**config.mk**
```make
export PLATFORM = sky130hd
export DESIGN_NAME = aaq_sqrt_cell
export DESIGN_NICKNAME = d
export VERILOG_FILES = /design/src/hw/rtl/aaq_pkg.sv /design/src/hw/rtl/aaq_sqrt_cell.sv
export SDC_FILE = /design/constraint.sdc
export NUM_CORES = 1
export LEC_CHECK = 0
export ABC_AREA = 1
export BUFFER_PORTS_ARGS = -buffer_cell sky130_fd_sc_hd__buf_2
export CAP_MARGIN = 20
export CORE_ASPECT_RATIO = 1.75
export CORE_UTILIZATION = 40
export DETAILED_ROUTE_END_ITERATION = 7
export GPL_TIMING_DRIVEN = 0
export PLACE_DENSITY_LB_ADDON = 0.15
export SETUP_SLACK_MARGIN = 0.4
export SLEW_MARGIN = 10
export SYNTH_ARGS = -nofsm -noshare
export SYNTH_HDL_FRONTEND = slang
export SYNTH_SLANG_ARGS = --single-unit
```
**constraint.sdc**
```tcl
create_clock -name clk_i -period 3.4 [get_ports clk_i]
set_input_delay 0.85 -clock clk_i [delete_from_list [all_inputs] [get_ports clk_i]]
set_output_delay 0.85 -clock clk_i [all_outputs]
set_load 0.02 [all_outputs]
```
**src/hw/rtl/aaq_pkg.sv**
```systemverilog
// Shared types and constants for the axis-angle to quaternion pipeline.
// Holds the transaction structs, cell state structs and elaboration-time helpers.
// No dependencies.
`timescale 1ns / 1ps

package aaq_pkg;

  typedef struct packed {
    logic signed [15:0] axis_x;
    logic signed [15:0] axis_y;
    logic signed [15:0] axis_z;
    logic signed [15:0] angle;
  } in_item_t;

  typedef struct packed {
    logic signed [15:0] quat_x;
    logic signed [15:0] quat_y;
    logic signed [15:0] quat_z;
    logic signed [15:0] quat_w;
    logic               axis_was_zero;
  } out_item_t;

  localparam int SQRT_CELLS = 24;  // one root bit per cell, 48-bit radicand
  localparam int DIV_CELLS  = 31;  // quotient bits 30..0
  // stage numbers of the axis path, counted from the input register
  localparam int ST_IN   = 1;
  localparam int ST_SQ   = 2;
  localparam int ST_L    = 3;
  localparam int ST_SQRT_LAST = ST_L + SQRT_CELLS;
  localparam int ST_PRE  = ST_SQRT_LAST + 1;
  localparam int ST_DIV_LAST = ST_PRE + DIV_CELLS;
  localparam int ST_N    = ST_DIV_LAST + 1;
  localparam int ST_P    = ST_N + 1;
  localparam int ST_OUT  = ST_P + 1;
  localparam int LATENCY = ST_OUT;

  localparam int CW = 34;  // CORDIC datapath width, Q.30 with headroom
  localparam logic signed [CW-1:0] PI_Q30      = 34'sd3373259426;
  localparam logic signed [CW-1:0] HALF_PI_Q30 = 34'sd1686629713;

  typedef struct packed {
    logic [25:0] rem;
    logic [23:0] root;
    logic [47:0] rad;   // remaining radicand bits, consumed from the top
  } sqrt_st_t;

  typedef struct packed {
    logic [53:0]       dvs;  // divisor aligned to the current quotient bit
    logic [2:0][53:0]  rem;
    logic [2:0][30:0]  quo;
  } div_st_t;

  typedef struct packed {
    logic signed [CW-1:0] x;
    logic signed [CW-1:0] y;
    logic signed [CW-1:0] z;
  } cordic_st_t;

  function automatic logic [63:0] isqrt64(input logic [63:0] v);
    logic [63:0] res;
    logic [63:0] b;
    logic [63:0] r;
    res = '0;
    b   = 64'd1 << 62;
    r   = v;
    for (int j = 0; j < 32; j++) begin
      if (b > r) b = b >> 2;
    end
    for (int j = 0; j < 32; j++) begin
      if (b != 0) begin
        if (r >= res + b) begin
          r   = r - (res + b);
          res = (res >> 1) + b;
        end else begin
          res = res >> 1;
        end
        b = b >> 2;
      end
    end
    return res;
  endfunction

  // shift-subtract quotient, small nonzero divisor
  function automatic logic [63:0] udiv64(input logic [63:0] n, input logic [63:0] d);
    logic [63:0] q;
    logic [63:0] r;
    q = '0;
    r = '0;
    for (int j = 63; j >= 0; j--) begin
      r = {r[62:0], n[j]};
      if (r >= d) begin
        r    = r - d;
        q[j] = 1'b1;
      end
    end
    return q;
  endfunction

  function automatic logic [63:0] cordic_gain(input int n);
    logic [63:0] p;
    p = 64'd1 << 30;
    for (int i = 0; i < 32; i++) begin
      if (i < n) p = p + (p >> (2 * i));
    end
    return p;
  endfunction

  // atan(2^-i) in Q.30 from the odd power series in Q.62
  function automatic logic [63:0] atan_q30(input int i);
    logic [63:0] sum;
    logic [63:0] term;
    logic        stop;
    int          e;
    sum  = '0;
    stop = 1'b0;
    if (i == 0) return 64'd843314857;
    for (int k = 0; k < 32; k++) begin
      if (!stop) begin
        e = 62 - i * (2 * k + 1);
        if (e < 0) begin
          stop = 1'b1;
        end else begin
          term = udiv64(64'd1 << e, 64'(2 * k + 1));
          if (term == 0) stop = 1'b1;
          else if (k % 2 == 1) sum = sum - term;
          else sum = sum + term;
        end
      end
    end
    return (sum + (64'd1 << 31)) >> 32;
  endfunction

endpackage

```
**src/hw/rtl/aaq_sqrt_cell.sv**
```systemverilog
// One digit cell of the pipelined integer square root: one root bit per cycle.
// Depends on aaq_pkg.
`timescale 1ns / 1ps

module aaq_sqrt_cell
  import aaq_pkg::*;
(
  input  logic     clk_i,
  input  sqrt_st_t st_i,
  output sqrt_st_t st_o
);

  sqrt_st_t st_d, st_q;
  logic [25:0] rem_sh;
  logic [25:0] trial;

  always_comb begin
    rem_sh = {st_i.rem[23:0], st_i.rad[47:46]};
    trial  = {st_i.root[23:0], 2'b01};
    st_d.rad = {st_i.rad[45:0], 2'b00};
    if (rem_sh >= trial) begin
      st_d.rem  = rem_sh - trial;
      st_d.root = {st_i.root[22:0], 1'b1};
    end else begin
      st_d.rem  = rem_sh;
      st_d.root = {st_i.root[22:0], 1'b0};
    end
  end

  always_ff @(posedge clk_i) begin
    st_q <= st_d;
  end

  assign st_o = st_q;

endmodule

```
==> results.py <==
metrics = {
    "status": {
        "outcome": "finished, final reports clean",
    },
    "route": {
        "ant_nets": 0,
        "drt_pass1_iterations": 4,
        "drc": 0,
        "wirelength_mm": 13.3,
        "vias_per_cell": 4.54,
        "drt_iter0_markers": 130,
        "vias": 4290,
        "wl_per_cell_um": 14.1,
    },
    "power_and_ir_drop": {
        "peakVddDrop_mv": 0.358,
        "power.total_mw": 3.03,
        "p_leak_nw": 3.48,
        "power_density_nw_per_um2": 516,
    },
    "sta": {
        "max_freq_mhz": 378,
        "tightestPinTransition_ns": 0.537,
        "setup_viol_count_final": 0,
        "finalSetupTns_ns": 0,
        "rsz0062_at_grt": "no",
        "hold_viol": 0,
        "drv_slew": 0,
        "timing.final.crit_share": 0.777,
        "max-slew-margin-rel": 0.642,
        "finalCriticalPeriod_ns": 2.64,
    },
    "yosys": {
        "synthesis.area_um2": 4440,
        "yosysWarnings": 0,
        "synth_ff_type": "dfxtp_1",
        "synth.top_cell.area_share": 0.433,
        "synth.most_common_cell": "nand2_1",
        "yosysUniqueCellTypes": 31,
        "avgSynthCellArea_um2": 7.34,
        "ys_ff_latch": 96,
        "synthCells": 605,
        "ys_seq_area_frac": 0.433,
        "synth_common_cells": "nand2_1, inv_1, dfxtp_1",
        "postSynth.asyncResetShare": 0,
        "synthTopCellsByArea": "dfxtp_1, nand2_1, inv_1",
        "synth_edf_count": 0,
        "yosys.area.top_type": "dfxtp_1",
    },
    "die": {
        "core_region_area_um2": 10800,
        "die_w_um": 81.6,
        "start_util": 0.413,
        "fp-row-count": 50,
        "io-pin-count": 197,
        "die-area_um2": 11500,
        "die_h_um": 141,
    },
    "cts": {
        "path_clk_slew_ns": 0.08,
        "cts_max_path_buffers": 2,
        "hold_buffers": 0,
        "numCtsBuffers": 9,
        "cts.htree.levels": 3,
        "tritoncts": "built",
        "postCtsSetupBuffers": 0,
        "cts_resized": 0,
        "clock-sinks": 96,
        "root_buffer": "clkbuf_16",
    },
    "global_routing": {
        "grt_max_degree": 21,
        "grt_antenna_before_repair": 1,
        "grt_use_total": 0.235,
        "grt_first_pass_wirelength_mm": 19.8,
        "gr-total-overflow": 0,
        "grt_pass1_vias": 4193,
    },
    "setup_path": {
        "endpoint_kind": "register",
        "cp.required_ns": 3.64,
        "arrival_ns": 2.88,
        "cp_max_fo": 10,
        "start_kind": "input port",
        "crit_type": "input port to register",
    },
    "place": {
        "place.gp.congestion": 0.903,
        "placed_cell_area_um2": 5570,
        "dp_hpwl_mm": 11.2,
        "numPortBuffers": 192,
    },
    "cells_and_area": {
        "final_cell_area_um2": 5870,
        "nNetsFinal": 934,
        "largest_reg_flops": 96,
        "drive_above_1_share": 0.295,
        "n_fill_cell": 1113,
        "area_growth_pct": 32.3,
    },
    "job": {
        "drv_cap": 0,
    },
    "worst_hold_path": {
        "hold_path_class": "input port to register",
    },
}
-- power breakdown --
group	switching, mW	total, mW	internal [mW]
logic	0.492	0.755	0.263
registers	0.0200	1.25	1.23
clock network	0.503	1.03	0.528
-- placed cells by master, fill, tap and decap left out, types with 2 or more instances in the layout --
cell       Yosys  routed
o21ai_1        2       2
nand2_1      205     205
o21ai_2        8       8
dfxtp_1       96      96
nor2_1        28      28
clkbuf_1       2       2
nor2_2         4       4
nand3_1       26      26
a21oi_1       13      13
inv_8          0       4
nand2_2        5       5
conb_1         1       2
xor2_1        13      13
buf_4          2       2
nand4_1       23      23
clkbuf_16      0       9
nand3_4        2       2
buf_2          1     193
o21bai_1       2       2
ha_1          26      26
o21ai_0        2       2
buf_6          3       3
nand3b_1       4       4
inv_1        128     128
-- cells by family after synthesis --
logic type,after synthesis,synth area share
buffers and inverters,137,0.123
AOI/OAI and AO/OA,28,0.0420
xor gates and xnor gates,14,0.0276
DFF,96,0.433
adders and majority gates,26,0.0733
and+or+nand+nor,303,0.300
other,1,0.000845
-- worst paths after layout --
check | startpoint | end | slack (ns) | cells after the start
setup / recovery | st_i[69] | st_o[92] | 0.76 | 12
hold / removal | st_i[40] | st_o[42] | 0.60 | 1
-- cell type report --
| class | instances | area, um^2 | area share |
|---|---|---|---|
| antenna | 1 | 2.50 | 0.000426 |
| buffer | 8 | 61.3 | 0.0104 |
| clock buffer | 9 | 225 | 0.0383 |
| clock inverter | 7 | 78.8 | 0.0134 |
| inverter | 129 | 484 | 0.0824 |
| multi-input combinational | 373 | 1980 | 0.336 |
| sequential | 96 | 1920 | 0.327 |
| tap | 130 | 163 | 0.0277 |
| timing repair buffer | 192 | 961 | 0.164 |
-- critical path, stage by stage --
cell and delay, ns:
buf_2 0.09, inv_1 0.04, ha_1 0.38, a21oi_1 0.23, nor2_1 0.06, nor2_1 0.16, nand2_1 0.11, a21oi_4 0.33
nand3_4 0.23, buf_6 0.23, nand3_1 0.10, nand2_1 0.07
-- per-stage QoR --
stage / utilization / instances / setup slack [ns] / hold slack [ns]
after global placement: 0.517 / 928 / 0.338 / 0.952
after detailed placement: 0.517 / 928 / 0.327 / 0.954
final: 0.546 / 945 / 0.757 / 0.598
after global routing: 0.546 / 945 / 0.609 / 0.588
after CTS: 0.546 / 944 / 0.691 / 0.589
after floorplan: - / 606 / 1.04 / 0.878
-- routing by layer --
metal / part of all wire / track usage / vias to the layer above
met5: 0 / 0 / -
met4: 0.038 / 0.133 / 0
met3: 0.058 / 0.0315 / 27
met2: 0.58 / 0.486 / 159
met1: 0.32 / 0.197 / 1866
li1: - / - / 2238
No activity file was read; power rests on OpenSTA's default activity.
