**src/hw/rtl/aaq_pkg.sv**
```systemverilog
// Shared types and constants for the axis-angle to quaternion pipeline.
// Holds the transaction structs, cell state structs and elaboration-time helpers.
// No dependencies.
`timescale 1ns / 1ps

package aaq_pkg;

  typedef struct packed {
    logic signed [15:0] axis_x;
    logic signed [15:0] axis_y;
    logic signed [15:0] axis_z;
    logic signed [15:0] angle;
  } in_item_t;

  typedef struct packed {
    logic signed [15:0] quat_x;
    logic signed [15:0] quat_y;
    logic signed [15:0] quat_z;
    logic signed [15:0] quat_w;
    logic               axis_was_zero;
  } out_item_t;

  localparam int SQRT_CELLS = 24;  // one root bit per cell, 48-bit radicand
  localparam int DIV_CELLS  = 31;  // quotient bits 30..0
  // stage numbers of the axis path, counted from the input register
  localparam int ST_IN   = 1;
  localparam int ST_SQ   = 2;
  localparam int ST_L    = 3;
  localparam int ST_SQRT_LAST = ST_L + SQRT_CELLS;
  localparam int ST_PRE  = ST_SQRT_LAST + 1;
  localparam int ST_DIV_LAST = ST_PRE + DIV_CELLS;
  localparam int ST_N    = ST_DIV_LAST + 1;
  localparam int ST_P    = ST_N + 1;
  localparam int ST_OUT  = ST_P + 1;
  localparam int LATENCY = ST_OUT;

  localparam int CW = 34;  // CORDIC datapath width, Q.30 with headroom
  localparam logic signed [CW-1:0] PI_Q30      = 34'sd3373259426;
  localparam logic signed [CW-1:0] HALF_PI_Q30 = 34'sd1686629713;

  typedef struct packed {
    logic [25:0] rem;
    logic [23:0] root;
    logic [47:0] rad;   // remaining radicand bits, consumed from the top
  } sqrt_st_t;

  typedef struct packed {
    logic [53:0]       dvs;  // divisor aligned to the current quotient bit
    logic [2:0][53:0]  rem;
    logic [2:0][30:0]  quo;
  } div_st_t;

  typedef struct packed {
    logic signed [CW-1:0] x;
    logic signed [CW-1:0] y;
    logic signed [CW-1:0] z;
  } cordic_st_t;

  function automatic logic [63:0] isqrt64(input logic [63:0] v);
    logic [63:0] res;
    logic [63:0] b;
    logic [63:0] r;
    res = '0;
    b   = 64'd1 << 62;
    r   = v;
    for (int j = 0; j < 32; j++) begin
      if (b > r) b = b >> 2;
    end
    for (int j = 0; j < 32; j++) begin
      if (b != 0) begin
        if (r >= res + b) begin
          r   = r - (res + b);
          res = (res >> 1) + b;
        end else begin
          res = res >> 1;
        end
        b = b >> 2;
      end
    end
    return res;
  endfunction

  // shift-subtract quotient, small nonzero divisor
  function automatic logic [63:0] udiv64(input logic [63:0] n, input logic [63:0] d);
    logic [63:0] q;
    logic [63:0] r;
    q = '0;
    r = '0;
    for (int j = 63; j >= 0; j--) begin
      r = {r[62:0], n[j]};
      if (r >= d) begin
        r    = r - d;
        q[j] = 1'b1;
      end
    end
    return q;
  endfunction

  function automatic logic [63:0] cordic_gain(input int n);
    logic [63:0] p;
    p = 64'd1 << 30;
    for (int i = 0; i < 32; i++) begin
      if (i < n) p = p + (p >> (2 * i));
    end
    return p;
  endfunction

  // atan(2^-i) in Q.30 from the odd power series in Q.62
  function automatic logic [63:0] atan_q30(input int i);
    logic [63:0] sum;
    logic [63:0] term;
    logic        stop;
    int          e;
    sum  = '0;
    stop = 1'b0;
    if (i == 0) return 64'd843314857;
    for (int k = 0; k < 32; k++) begin
      if (!stop) begin
        e = 62 - i * (2 * k + 1);
        if (e < 0) begin
          stop = 1'b1;
        end else begin
          term = udiv64(64'd1 << e, 64'(2 * k + 1));
          if (term == 0) stop = 1'b1;
          else if (k % 2 == 1) sum = sum - term;
          else sum = sum + term;
        end
      end
    end
    return (sum + (64'd1 << 31)) >> 32;
  endfunction

endpackage

```
**src/hw/rtl/aaq_cordic_cell.sv**
```systemverilog
// One rotation-mode CORDIC micro-rotation, registered.
// Depends on aaq_pkg.
`timescale 1ns / 1ps

module aaq_cordic_cell
  import aaq_pkg::*;
#(
  parameter int SHIFT = 0,
  parameter logic signed [CW-1:0] ATAN = '0
) (
  input  logic       clk_i,
  input  cordic_st_t st_i,
  output cordic_st_t st_o
);

  cordic_st_t st_d, st_q;
  logic signed [CW-1:0] dx, dy;

  always_comb begin
    dx = $signed(st_i.y) >>> SHIFT;
    dy = $signed(st_i.x) >>> SHIFT;
    if (!st_i.z[CW-1]) begin
      st_d.x = st_i.x - dx;
      st_d.y = st_i.y + dy;
      st_d.z = st_i.z - ATAN;
    end else begin
      st_d.x = st_i.x + dx;
      st_d.y = st_i.y - dy;
      st_d.z = st_i.z + ATAN;
    end
  end

  always_ff @(posedge clk_i) begin
    st_q <= st_d;
  end

  assign st_o = st_q;

endmodule

```
**config.mk**
```make
export PLATFORM = sky130hd
export DESIGN_NAME = aaq_cordic_cell
export DESIGN_NICKNAME = d
export VERILOG_FILES = /design/src/hw/rtl/aaq_pkg.sv /design/src/hw/rtl/aaq_cordic_cell.sv
export SDC_FILE = /design/constraint.sdc
export NUM_CORES = 1
export LEC_CHECK = 0
export BUFFER_PORTS_ARGS = -buffer_cell sky130_fd_sc_hd__buf_4
export CAP_MARGIN = 20
export CELL_PAD_IN_SITES_DETAIL_PLACEMENT = 1
export CELL_PAD_IN_SITES_GLOBAL_PLACEMENT = 1
export CORE_ASPECT_RATIO = 0.7
export CORE_UTILIZATION = 31
export DETAILED_ROUTE_END_ITERATION = 10
export GPL_TIMING_DRIVEN = 0
export HOLD_SLACK_MARGIN = 0.03
export PLACE_DENSITY_LB_ADDON = 0.1
export SLEW_MARGIN = 10
export SYNTH_ARGS = -nofsm -noshare
export SYNTH_HDL_FRONTEND = slang
export SYNTH_SLANG_ARGS = --single-unit
export TNS_END_PERCENT = 50
```
**constraint.sdc**
```tcl
create_clock -name clk_i -period 3 [get_ports clk_i]
set_input_delay 0.15 -clock clk_i [delete_from_list [all_inputs] [get_ports clk_i]]
set_output_delay 0.15 -clock clk_i [all_outputs]
set_load 0.005 [all_outputs]
```
==> results.json <==
{
  "outcome": "complete, no violations",
  "multi_input_area_um2": 5310,
  "htreeDepth": 3,
  "largest_reg_flops": 101,
  "tns_ns": 0,
  "syn_area_per_cell_um2": 7.86,
  "hold_path.class": "input port to flop",
  "crit_type": "input port to flop",
  "die_w_um": 192,
  "synth_top_cell_area_share": 0.258,
  "crit_fanout": 9,
  "ys_top_cells_by_count": "a21oi_1, inv_1, dfxtp_1, ha_1, nor2_1",
  "max_slew_margin": 0.380,
  "synth_seq_cells": 101,
  "syn_nets": 1203,
  "routed_wl_um": 33100,
  "synthArstFlopShare": 0,
  "pwr-share-clk": 0.255,
  "ioPinCount": 205,
  "drive_above_1_share": 0.218,
  "hold_viol_final": 0,
  "ys_seq_area_frac": 0.258,
  "finalCriticalPeriod_ns": 2.90,
  "num_antenna_cells": 0,
  "period_share": 0.968,
  "syn_area_um2": 7850,
  "num-fill-cells": 3040,
  "end_kind": "flop",
  "maxSlewViolCount": 0,
  "floorplan.initialDensity": 0.317,
  "top_layer": "met4",
  "coreArea_um2": 24700,
  "numCtsBuffers": 9,
  "drt_iter0_markers": 632,
  "max_clock_freq_ghz": 0.344,
  "yosys_most_used_dff": "dfxtp_1",
  "pwr-share-comb": 0.408,
  "die_h_um": 135,
  "finalNetCount": 1455,
  "gp_congestion": 0.887,
  "viasPerCell": 5.35,
  "p_seq_frac": 0.337,
  "regArea_um2": 2020,
  "synth_most_common_cell": "a21oi_1",
  "firstDrtPassIters": 5,
  "wl_met2_um": 12900,
  "cts.sinks": 101,
  "rsz0062_at_grt": "yes",
  "cp_data_required_time_ns": 3.26,
  "yosys.cell_types.count": 72,
  "ir_worst_vdd_uv": 274,
  "hpwl_um": 26200,
  "cts_buffer_depth": 2,
  "synth_edf_count": 0,
  "cp.arrival_ns": 3.16,
  "leakagePower_nw": 4.88,
  "wl_met3_um": 3210,
  "vias": 8459,
  "p_switching_mw": 1.84,
  "gr-usage-all-layers": 0.254,
  "fin_util": 0.426,
  "grt_antenna_before_repair": 0,
  "setup-violations-final": 0,
  "wirelength_met1_um": 16500,
  "intPower_mw": 3.07,
  "maxCapViolations": 0,
  "wl_per_cell_um": 20.9,
  "fp-row-count": 48,
  "grt_pass1_wl_um": 49500,
  "grt_max_degree": 22,
  "path_clk_slew_ns": 0.08,
  "yosys-top-cells-area": "dfxtp_1, ha_1, a21oi_1",
  "startpoint_type": "input port",
  "synth_cells": 998,
  "grt_pass1_vias": 8361,
  "p_per_area_nw_per_um2": 465,
  "area_growth_pct": 34.5,
  "ant_nets": 0,
  "grt_overflow": 0,
  "yosysWarnings": 0,
  "clock-root-buffer": "clkbuf_16",
  "tightest_slew_ns": 0.930,
  "switching_share": 0.374,
  "dieArea_um2": 26000,
  "io_buffers": 204,
  "cts_tree": "done",
  "drc": 0,
  "synth_top_cell_by_area": "dfxtp_1"
}
cell families (layout without fill, tap and decap cells):
kind of cell             after synthesis  count (layout)  synth area share
AO/OA/AOI/OAI                        342             342             0.276
XOR/XNOR                              63              63            0.0703
adder cells (fa/ha/maj)              102             102             0.165
buffers and inverters                155             412            0.0768
flip-flops                           101             101             0.258
multiplexers                           9               9            0.0118
AND/OR/NAND/NOR                      226             226             0.141
power groups by stage:
stage / clock, mW / combinational (mW) / sequential [mW]
2_1_floorplan: 0 / 0.961 / 1.70
5_1_grt: 1.35 / 2.17 / 1.68
6_report: 1.25 / 2.00 / 1.65
3_3_place_gp: 0 / 1.89 / 1.68
3_5_place_dp: 0 / 1.90 / 1.68
4_1_cts: 1.31 / 1.95 / 1.66
worst max-delay path: stages:
cell      delay (ns)
buf_4           0.09
inv_1           0.04
ha_1            0.30
buf_6           0.15
or4_1           0.53
a21oi_2         0.29
o31ai_2         0.21
o41ai_4         0.48
nand2_1         0.13
a311o_1         0.41
a211oi_1        0.32
nor3_2          0.06
worst paths after layout:
| path | from | end | slack [ns] | cells after the start |
|---|---|---|---|---|
| max | st_i[40] | st_o[65] | 0.1 | 12 |
| min | st_i[68] | st_o[68] | 0.08 | 3 |
cell type report:
cell class                      instances  area share
Inverter                              108      0.0384
Tap cell                              325      0.0385
Sequential cell                       101       0.192
Timing Repair Buffer                  241       0.180
Clock inverter                          7     0.00842
Clock buffer                            9      0.0213
Multi-Input combinational cell        742       0.503
Buffer                                 47      0.0192
per-layer routing:
metal  global-route usage  vias to the layer above
li1                     -                     3994
met4               0.0490                        0
met5                    0                        -
met3               0.0756                       26
met2                0.345                      344
met1                0.386                     4095
what timing repair did:
| action | CTS | global route |
|---|---|---|
| pin swaps | 0 | 5 |
| setup endpoints to repair | 11 | 21 |
| endpoints found under the hold margin | 34 | 0 |
| buffers inserted | 0 | 3 |
| gates resized for setup | 5 | 21 |
| hold buffers | 34 | 0 |
cells in the final DEF (no fill, tap or decap), types with 8 or more instances in the layout:
cell           Yosys  routed
dlygate4sd3_1      0      34
buf_4              1     208
clkbuf_16          0       9
a31oi_1           13      12
buf_1              9       8
nand4_1           10      10
ha_1              99      99
dfxtp_1          101     101
nand3_1           10      10
inv_1            106     106
clkbuf_1          28      25
a21oi_1          125     123
nand2b_1           8       8
o21bai_1          22      22
o31ai_1           12       9
xnor2_1           57      57
a21o_1            21      21
nor2_1            69      69
a21boi_0           9       8
nor3_1            27      26
buf_2              8       8
nand2_1           52      52
o21ai_0           68      66
nor2b_1           11      11
nor4_1             9       8
metrics by stage:
step	std cells	area, um^2	hold slack, ns	power, mW	setup slack, ns
after floorplan	998	7850	0.178	2.66	0.423
after global placement	1527	9790	0.255	3.57	-0.564
after detailed placement	1527	9790	0.256	3.58	-0.587
after CTS	1577	10500	0.0620	4.92	0.0317
after global routing	1580	10600	0.0760	5.19	-0.00701
final	1580	10600	0.0779	4.91	0.0971
(Power assumes the default switching activity.)
