`src/hw/rtl/aaq_pkg.sv`:
```
// Shared types and constants for the axis-angle to quaternion pipeline.
// Holds the transaction structs, cell state structs and elaboration-time helpers.
// No dependencies.
`timescale 1ns / 1ps

package aaq_pkg;

  typedef struct packed {
    logic signed [15:0] axis_x;
    logic signed [15:0] axis_y;
    logic signed [15:0] axis_z;
    logic signed [15:0] angle;
  } in_item_t;

  typedef struct packed {
    logic signed [15:0] quat_x;
    logic signed [15:0] quat_y;
    logic signed [15:0] quat_z;
    logic signed [15:0] quat_w;
    logic               axis_was_zero;
  } out_item_t;

  localparam int SQRT_CELLS = 24;  // one root bit per cell, 48-bit radicand
  localparam int DIV_CELLS  = 31;  // quotient bits 30..0
  // stage numbers of the axis path, counted from the input register
  localparam int ST_IN   = 1;
  localparam int ST_SQ   = 2;
  localparam int ST_L    = 3;
  localparam int ST_SQRT_LAST = ST_L + SQRT_CELLS;
  localparam int ST_PRE  = ST_SQRT_LAST + 1;
  localparam int ST_DIV_LAST = ST_PRE + DIV_CELLS;
  localparam int ST_N    = ST_DIV_LAST + 1;
  localparam int ST_P    = ST_N + 1;
  localparam int ST_OUT  = ST_P + 1;
  localparam int LATENCY = ST_OUT;

  localparam int CW = 34;  // CORDIC datapath width, Q.30 with headroom
  localparam logic signed [CW-1:0] PI_Q30      = 34'sd3373259426;
  localparam logic signed [CW-1:0] HALF_PI_Q30 = 34'sd1686629713;

  typedef struct packed {
    logic [25:0] rem;
    logic [23:0] root;
    logic [47:0] rad;   // remaining radicand bits, consumed from the top
  } sqrt_st_t;

  typedef struct packed {
    logic [53:0]       dvs;  // divisor aligned to the current quotient bit
    logic [2:0][53:0]  rem;
    logic [2:0][30:0]  quo;
  } div_st_t;

  typedef struct packed {
    logic signed [CW-1:0] x;
    logic signed [CW-1:0] y;
    logic signed [CW-1:0] z;
  } cordic_st_t;

  function automatic logic [63:0] isqrt64(input logic [63:0] v);
    logic [63:0] res;
    logic [63:0] b;
    logic [63:0] r;
    res = '0;
    b   = 64'd1 << 62;
    r   = v;
    for (int j = 0; j < 32; j++) begin
      if (b > r) b = b >> 2;
    end
    for (int j = 0; j < 32; j++) begin
      if (b != 0) begin
        if (r >= res + b) begin
          r   = r - (res + b);
          res = (res >> 1) + b;
        end else begin
          res = res >> 1;
        end
        b = b >> 2;
      end
    end
    return res;
  endfunction

  // shift-subtract quotient, small nonzero divisor
  function automatic logic [63:0] udiv64(input logic [63:0] n, input logic [63:0] d);
    logic [63:0] q;
    logic [63:0] r;
    q = '0;
    r = '0;
    for (int j = 63; j >= 0; j--) begin
      r = {r[62:0], n[j]};
      if (r >= d) begin
        r    = r - d;
        q[j] = 1'b1;
      end
    end
    return q;
  endfunction

  function automatic logic [63:0] cordic_gain(input int n);
    logic [63:0] p;
    p = 64'd1 << 30;
    for (int i = 0; i < 32; i++) begin
      if (i < n) p = p + (p >> (2 * i));
    end
    return p;
  endfunction

  // atan(2^-i) in Q.30 from the odd power series in Q.62
  function automatic logic [63:0] atan_q30(input int i);
    logic [63:0] sum;
    logic [63:0] term;
    logic        stop;
    int          e;
    sum  = '0;
    stop = 1'b0;
    if (i == 0) return 64'd843314857;
    for (int k = 0; k < 32; k++) begin
      if (!stop) begin
        e = 62 - i * (2 * k + 1);
        if (e < 0) begin
          stop = 1'b1;
        end else begin
          term = udiv64(64'd1 << e, 64'(2 * k + 1));
          if (term == 0) stop = 1'b1;
          else if (k % 2 == 1) sum = sum - term;
          else sum = sum + term;
        end
      end
    end
    return (sum + (64'd1 << 31)) >> 32;
  endfunction

endpackage

```
`src/hw/rtl/aaq_div_cell.sv`:
```
// One restoring-division cell: one quotient bit for each of the three lanes.
// Depends on aaq_pkg.
`timescale 1ns / 1ps

module aaq_div_cell
  import aaq_pkg::*;
(
  input  logic    clk_i,
  input  div_st_t st_i,
  output div_st_t st_o
);

  div_st_t st_d, st_q;

  always_comb begin
    st_d.dvs = st_i.dvs >> 1;
    for (int k = 0; k < 3; k++) begin
      if (st_i.rem[k] >= st_i.dvs) begin
        st_d.rem[k] = st_i.rem[k] - st_i.dvs;
        st_d.quo[k] = {st_i.quo[k][29:0], 1'b1};
      end else begin
        st_d.rem[k] = st_i.rem[k];
        st_d.quo[k] = {st_i.quo[k][29:0], 1'b0};
      end
    end
  end

  always_ff @(posedge clk_i) begin
    st_q <= st_d;
  end

  assign st_o = st_q;

endmodule

```
`config.mk`:
```
export PLATFORM = sky130hd
export DESIGN_NAME = aaq_div_cell
export DESIGN_NICKNAME = d
export VERILOG_FILES = /design/src/hw/rtl/aaq_pkg.sv /design/src/hw/rtl/aaq_div_cell.sv
export SDC_FILE = /design/constraint.sdc
export NUM_CORES = 1
export LEC_CHECK = 0
export BUFFER_PORTS_ARGS = -buffer_cell sky130_fd_sc_hd__buf_2
export CAP_MARGIN = 20
export CELL_PAD_IN_SITES_DETAIL_PLACEMENT = 0
export CELL_PAD_IN_SITES_GLOBAL_PLACEMENT = 1
export CORE_AREA = 2 2 244 246
export DETAILED_ROUTE_END_ITERATION = 16
export DIE_AREA = 0 0 246 248
export GPL_ROUTABILITY_DRIVEN = 0
export PLACE_DENSITY = 0.77
export SETUP_SLACK_MARGIN = 0.1
export SLEW_MARGIN = 20
export SYNTH_ARGS = -nofsm -noshare
export SYNTH_HDL_FRONTEND = slang
export SYNTH_SLANG_ARGS = --single-unit
```
`constraint.sdc`:
```
create_clock -name clk_i -period 4.5 [get_ports clk_i]
set_input_delay 0.45 -clock clk_i [delete_from_list [all_inputs] [get_ports clk_i]]
set_output_delay 0.45 -clock clk_i [all_outputs]
set_load 0.02 [all_outputs]
```
==> flow_summary.ini, run 1 <==
[status]
status = finished, final reports clean

[finish]
finalInstanceArea_sq_mm = 0.0244
fin_nets = 3299
drive_gt1_frac = 0.293
largest_reg_flops = 308
area_growth_pct = 36.2
nFillCells = 5843

[die]
die_y_microns = 248
num_rows = 89
boundaryPins = 619
core_area_sq_mm = 0.0585
dieArea_sq_mm = 0.0610
initial_core_util = 0.307
die_w_microns = 246

[detailed_routing]
routed_wl_microns = 75700
viasPerCell = 5.11
ant_nets = 0
drc_errors = 0
first_iter_violations = 1127
first_pass_iters = 5
wl_per_cell_microns = 20.8
via_count = 18500

[yosys]
synth_top_area_share = 0.344
async_flop_share = 0
synth_most_common_cell = dfxtp_1
synth-seq-cells = 308
synth_flop_cell = dfxtp_1
netlist_instances = 2090
postSynthAreaPerCell_sq_um = 8.59
yosys_warnings = 0
yosysTopAreaCell = dfxtp_1
synth_area_leaders = dfxtp_1 34%, ha_1 11%, o21ai_0 5.1%, a21oi_1 4.9%, nand2_1 4.5%
synth_area_sq_mm = 0.0179
ys_top_cells_by_count = 308 x dfxtp_1, 217 x nand2_1, 182 x o21ai_0, 175 x a21oi_1, 162 x ha_1
syn_nets = 2565
ys_types = 78
synth-edff-count = 0
synth-seq-area-share = 0.344

[global_routing]
grt_max_degree = 99
antenna_found_initial = 14
grt_pass1_wl_microns = 108000
gr-usage-all-layers = 0.234
grt_pass1_vias = 18000
grt.overflow.total = 0

[clock_network]
htreeDepth = 2
clock_path_buffers = 3
cts-root-buf = clkbuf_16
clkSinkCount = 308
tritoncts = done
clk_pin_slew_ns = 0.06
cts_buffers = 38

[sta]
period_share = 0.938
maxSlewHeadroom = 0.447
slew_violations = 0
tightestPinTransition_ns = 0.830
final_hold_viol_count = 0
setup_slack_ns = 0.279
timing.fmax_ghz = 0.237
layout_min_cycle_time_ns = 4.22
tns_ns = 0
setup_viol_count_final = 0
rsz0062_at_grt = false

[min_path]
holdCritPathClass = input port to register
min_delay_path_depth = 1

[setup_path]
start_kind = input port
end_kind = register
crit_fanout = 7
crit_type = input port to register
crit_required_ns = 4.93
critPathArrivalTime_ns = 4.66

[power_and_ir_drop]
fin_total_pwr_mw = 9.38
pwr_density_cell_mw_per_mm2 = 384
cellLeakagePower_nw = 11.7
ir_worst_vdd_mv = 0.333

[run]
cap_viol_max_count = 0

[placement]
dp_worst_setup_slack_ns = 0.246
place_area_sq_mm = 0.0218
place_hpwl_microns = 62000
io_buffers = 614
[worst max-delay path: stages]
cell and delay, ns:
dlygate4sd3_1 0.54, buf_2 0.12, inv_1 0.11, ha_1 0.39, and2_1 0.47, a21o_1 0.22
a311oi_1 0.06, a21oi_1 0.69, a21oi_1 0.30, o221a_2 0.38, o31ai_4 0.40, a211o_1 0.20
nand3_1 0.06, mux2_4 0.25
[area by class of cell]
type	count	area, sq um	share of cell area
tap	773	967	0.0396
timing repair buffer	787	4740	0.194
clock buffer	51	1070	0.0438
multi-input combinational	1592	10900	0.448
sequential	308	6170	0.252
clock inverter	16	175	0.00717
inverter	97	364	0.0149
antenna	7	17.5	0.000717
[report_power, final]
part	total (mW)	internal [mW]	switching, mW	leakage, nW
registers	3.18	3.07	0.111	2.60
logic	3.13	1.19	1.93	8.52
clock network	3.07	1.80	1.27	0.605
total	9.38	6.06	3.31	11.7
[routing by layer]
| metal | track usage | vias up | share of wire |
|---|---|---|---|
| li1 | - | 8947 | - |
| met1 | 0.288 | 8684 | 0.41 |
| met2 | 0.409 | 781 | 0.48 |
| met3 | 0.0454 | 118 | 0.073 |
| met4 | 0.0774 | 10 | 0.032 |
| met5 | 0 | - | 0.00092 |
[what timing repair did]
| item | in CTS | in global routing |
|---|---|---|
| endpoints found under the hold margin | 134 | 0 |
| buffers inserted | 0 | 0 |
| endpoints found under the setup margin | 0 | 3 |
| resized for setup | 0 | 2 |
| hold buffers | 134 | 0 |
[cell families (layout without fill, tap and decap cells)]
group / after synthesis / in the layout / synth area share
compound gates: 702 / 702 / 0.254
simple gates: 551 / 551 / 0.146
flops: 308 / 308 / 0.344
buf+inv: 190 / 951 / 0.0479
fa+ha+maj: 165 / 165 / 0.116
xor+xnor: 143 / 143 / 0.0698
mux: 30 / 30 / 0.0220
other cells: 1 / 8 / 0.000209
[cells in the final DEF (no fill, tap or decap), drive strengths merged, types with 8 or more instances in the layout]
| master | instances |
|---|---|
| mux2 | 27 |
| buf | 653 |
| nand3 | 41 |
| ha | 162 |
| a41oi | 9 |
| nand2 | 217 |
| clkbuf | 51 |
| a21boi | 10 |
| clkinv | 8 |
| a31oi | 18 |
| nand2b | 24 |
| dfxtp | 308 |
| o21ai | 194 |
| or3 | 10 |
| o21bai | 27 |
| nor3 | 23 |
| o31ai | 14 |
| xor2 | 62 |
| o21a | 16 |
| a21o | 107 |
| a21oi | 212 |
| nor2 | 126 |
| and3 | 19 |
| xnor2 | 81 |
| nand4 | 40 |
| o211ai | 11 |
| inv | 100 |
| nor2b | 20 |
| a211oi | 23 |
| dlygate4sd3 | 134 |
[through the flow]
stage	cells	hold slack [ns]	utilization
final	3631	0.0354	0.418
after global routing	3627	0.00897	0.418
after CTS	3624	0.000764	0.418
after detailed placement	3423	0.554	0.373
after global placement	3423	0.553	0.373
after floorplan	2090	0.478	-
[path summary, 6_finish.rpt]
path,from,to,slack [ns]
worst max-delay path,st_i[269],st_o[241],0.28
worst min-delay path,st_i[280],st_o[279],0.04
Note: power is estimated with default switching activity, not from simulation.
==> run 2, diff against run 1 <==
HOLD_SLACK_MARGIN = 0.06   (was not set)
==> run 2 against run 1 <==
Effect of this change: worst hold slack better by 0.082 ns; count of clock-buffer cells in the layout stayed put; sequential share of layout area is 0.090 points lower; setup slack better by 0.018 ns; critical endpoint is now st_o[254]; sequential cell count stayed put; global-route usage is 0.051 points higher; routed wire length is 0.17% higher; critical path type unchanged; design area is 0.36% higher; critical path depth is 1 higher; clock power hardly changed; utilization is 0.15 points higher; first-iteration DRC count is 1.2% lower.
==> flow_summary.ini, run 2 (synthesis gave the netlist of run 1 again) <==
[global_routing]
grt_pass1_vias = 18000
grt_max_degree = 99
grt_pass1_wl_microns = 108000
grt.overflow.total = 0
gr-usage-all-layers = 0.235
antenna_found_initial = 14

[min_path]
min_delay_path_depth = 3
holdCritPathClass = input port to register

[placement]
place_hpwl_microns = 62000
dp_worst_setup_slack_ns = 0.246
io_buffers = 614
place_area_sq_mm = 0.0218

[power_and_ir_drop]
pwr_density_cell_mw_per_mm2 = 382
ir_worst_vdd_mv = 0.355
cellLeakagePower_nw = 11.8
fin_total_pwr_mw = 9.38

[setup_path]
start_kind = input port
cp_num_cells = 15
worst-path-buf-inv = 4
slowest_stage = a211oi_1
crit_type = input port to register
cp_cell_sequence = dlygate4sd3_1 > buf_2 > inv_1 > ha_1 > nor2b_1 > o31ai_1 > a211oi_1 > buf_4 > o21ai_1 > o211ai_1 > and2_1 > a211oi_1 > o21ai_0 > xor2_1 > mux2_4
crit_fanout = 6
max_stage_delay_ns = 0.62
critPathArrivalTime_ns = 4.65
crit_required_ns = 4.94
crit_path_frequent_cell = a211oi_1
path_delay_family = compound AO/OA/AOI/OAI gates
end_kind = register

[detailed_routing]
ant_nets = 0
first_iter_violations = 1113
via_count = 18500
wl_per_cell_microns = 20.8
drc_errors = 0
viasPerCell = 5.08
first_pass_iters = 5
routed_wl_microns = 75800

[status]
status = finished, final reports clean

[sta]
whs_ns = 0.117
setup_slack_ns = 0.297
timing.fmax_ghz = 0.238
setup_viol_count_final = 0
tns_ns = 0
maxSlewHeadroom = 0.475
tightestPinTransition_ns = 0.782
layout_min_cycle_time_ns = 4.20
slew_violations = 0
rsz0062_at_grt = false
final_hold_viol_count = 0
period_share = 0.934

[die]
dieArea_sq_mm = 0.0610
core_area_sq_mm = 0.0585
die_y_microns = 248
boundaryPins = 619
num_rows = 89
die_w_microns = 246
initial_core_util = 0.307

[finish]
drive_gt1_frac = 0.292
area_growth_pct = 36.7
largest_reg_flops = 308
fin_nets = 3308
most-common-layout-cells = 614 x buf_2, 308 x dfxtp_1, 217 x nand2_1, 182 x o21ai_0, 175 x a21oi_1
finalInstanceArea_sq_mm = 0.0245
final_common_cell = buf_2
nFillCells = 5820

[clock_network]
clkSinkCount = 308
clock_path_buffers = 3
tritoncts = done
clk_pin_slew_ns = 0.06
post_cts_buffers = 0
cts_buffers = 38
cts-root-buf = clkbuf_16
htreeDepth = 2

[run]
cap_viol_max_count = 0
[run 2: report_power, final]
part | internal, mW | switching, mW
clock network | 1.80 | 1.27
registers | 3.07 | 0.112
logic | 1.20 | 1.93
total | 6.07 | 3.31
[run 2: final cells by class]
cell class / instances / area [sq um] / area share
Tap cell: 773 / 967 / 0.0394
Multi-Input combinational cell: 1592 / 10900 / 0.446
Inverter: 97 / 364 / 0.0148
Sequential cell: 308 / 6170 / 0.251
Clock buffer: 51 / 1070 / 0.0437
Antenna cell: 6 / 15.0 / 0.000612
Clock inverter: 16 / 175 / 0.00714
Timing Repair Buffer: 796 / 4830 / 0.197
[run 2: layer usage]
layer	track usage	vias to the layer above	part of all wire	routed length [microns]
met3	0.0454	126	0.066	5030
met2	0.410	711	0.48	36300
met5	0	-	0.0011	81
met4	0.0765	12	0.032	2430
li1	-	8964	-	-
met1	0.289	8663	0.42	32000
[run 2: final timing paths]
path	endpoint	startpoint	slack [ns]
setup / recovery	st_o[254]	st_i[256]	0.30
hold / removal	st_o[110]	st_i[110]	0.12
[run 2: repair_timing]
action | in CTS | in global routing
gates resized for setup | 0 | 2
hold buffers | 143 | 0
hold endpoints to repair | 143 | 0
setup endpoints to repair | 0 | 3
[run 2: stage by stage]
step	cells	util
after detailed placement	3423	0.373
after global placement	3423	0.373
after CTS	3633	0.419
after global routing	3636	0.420
after floorplan	2090	-
final	3639	0.420
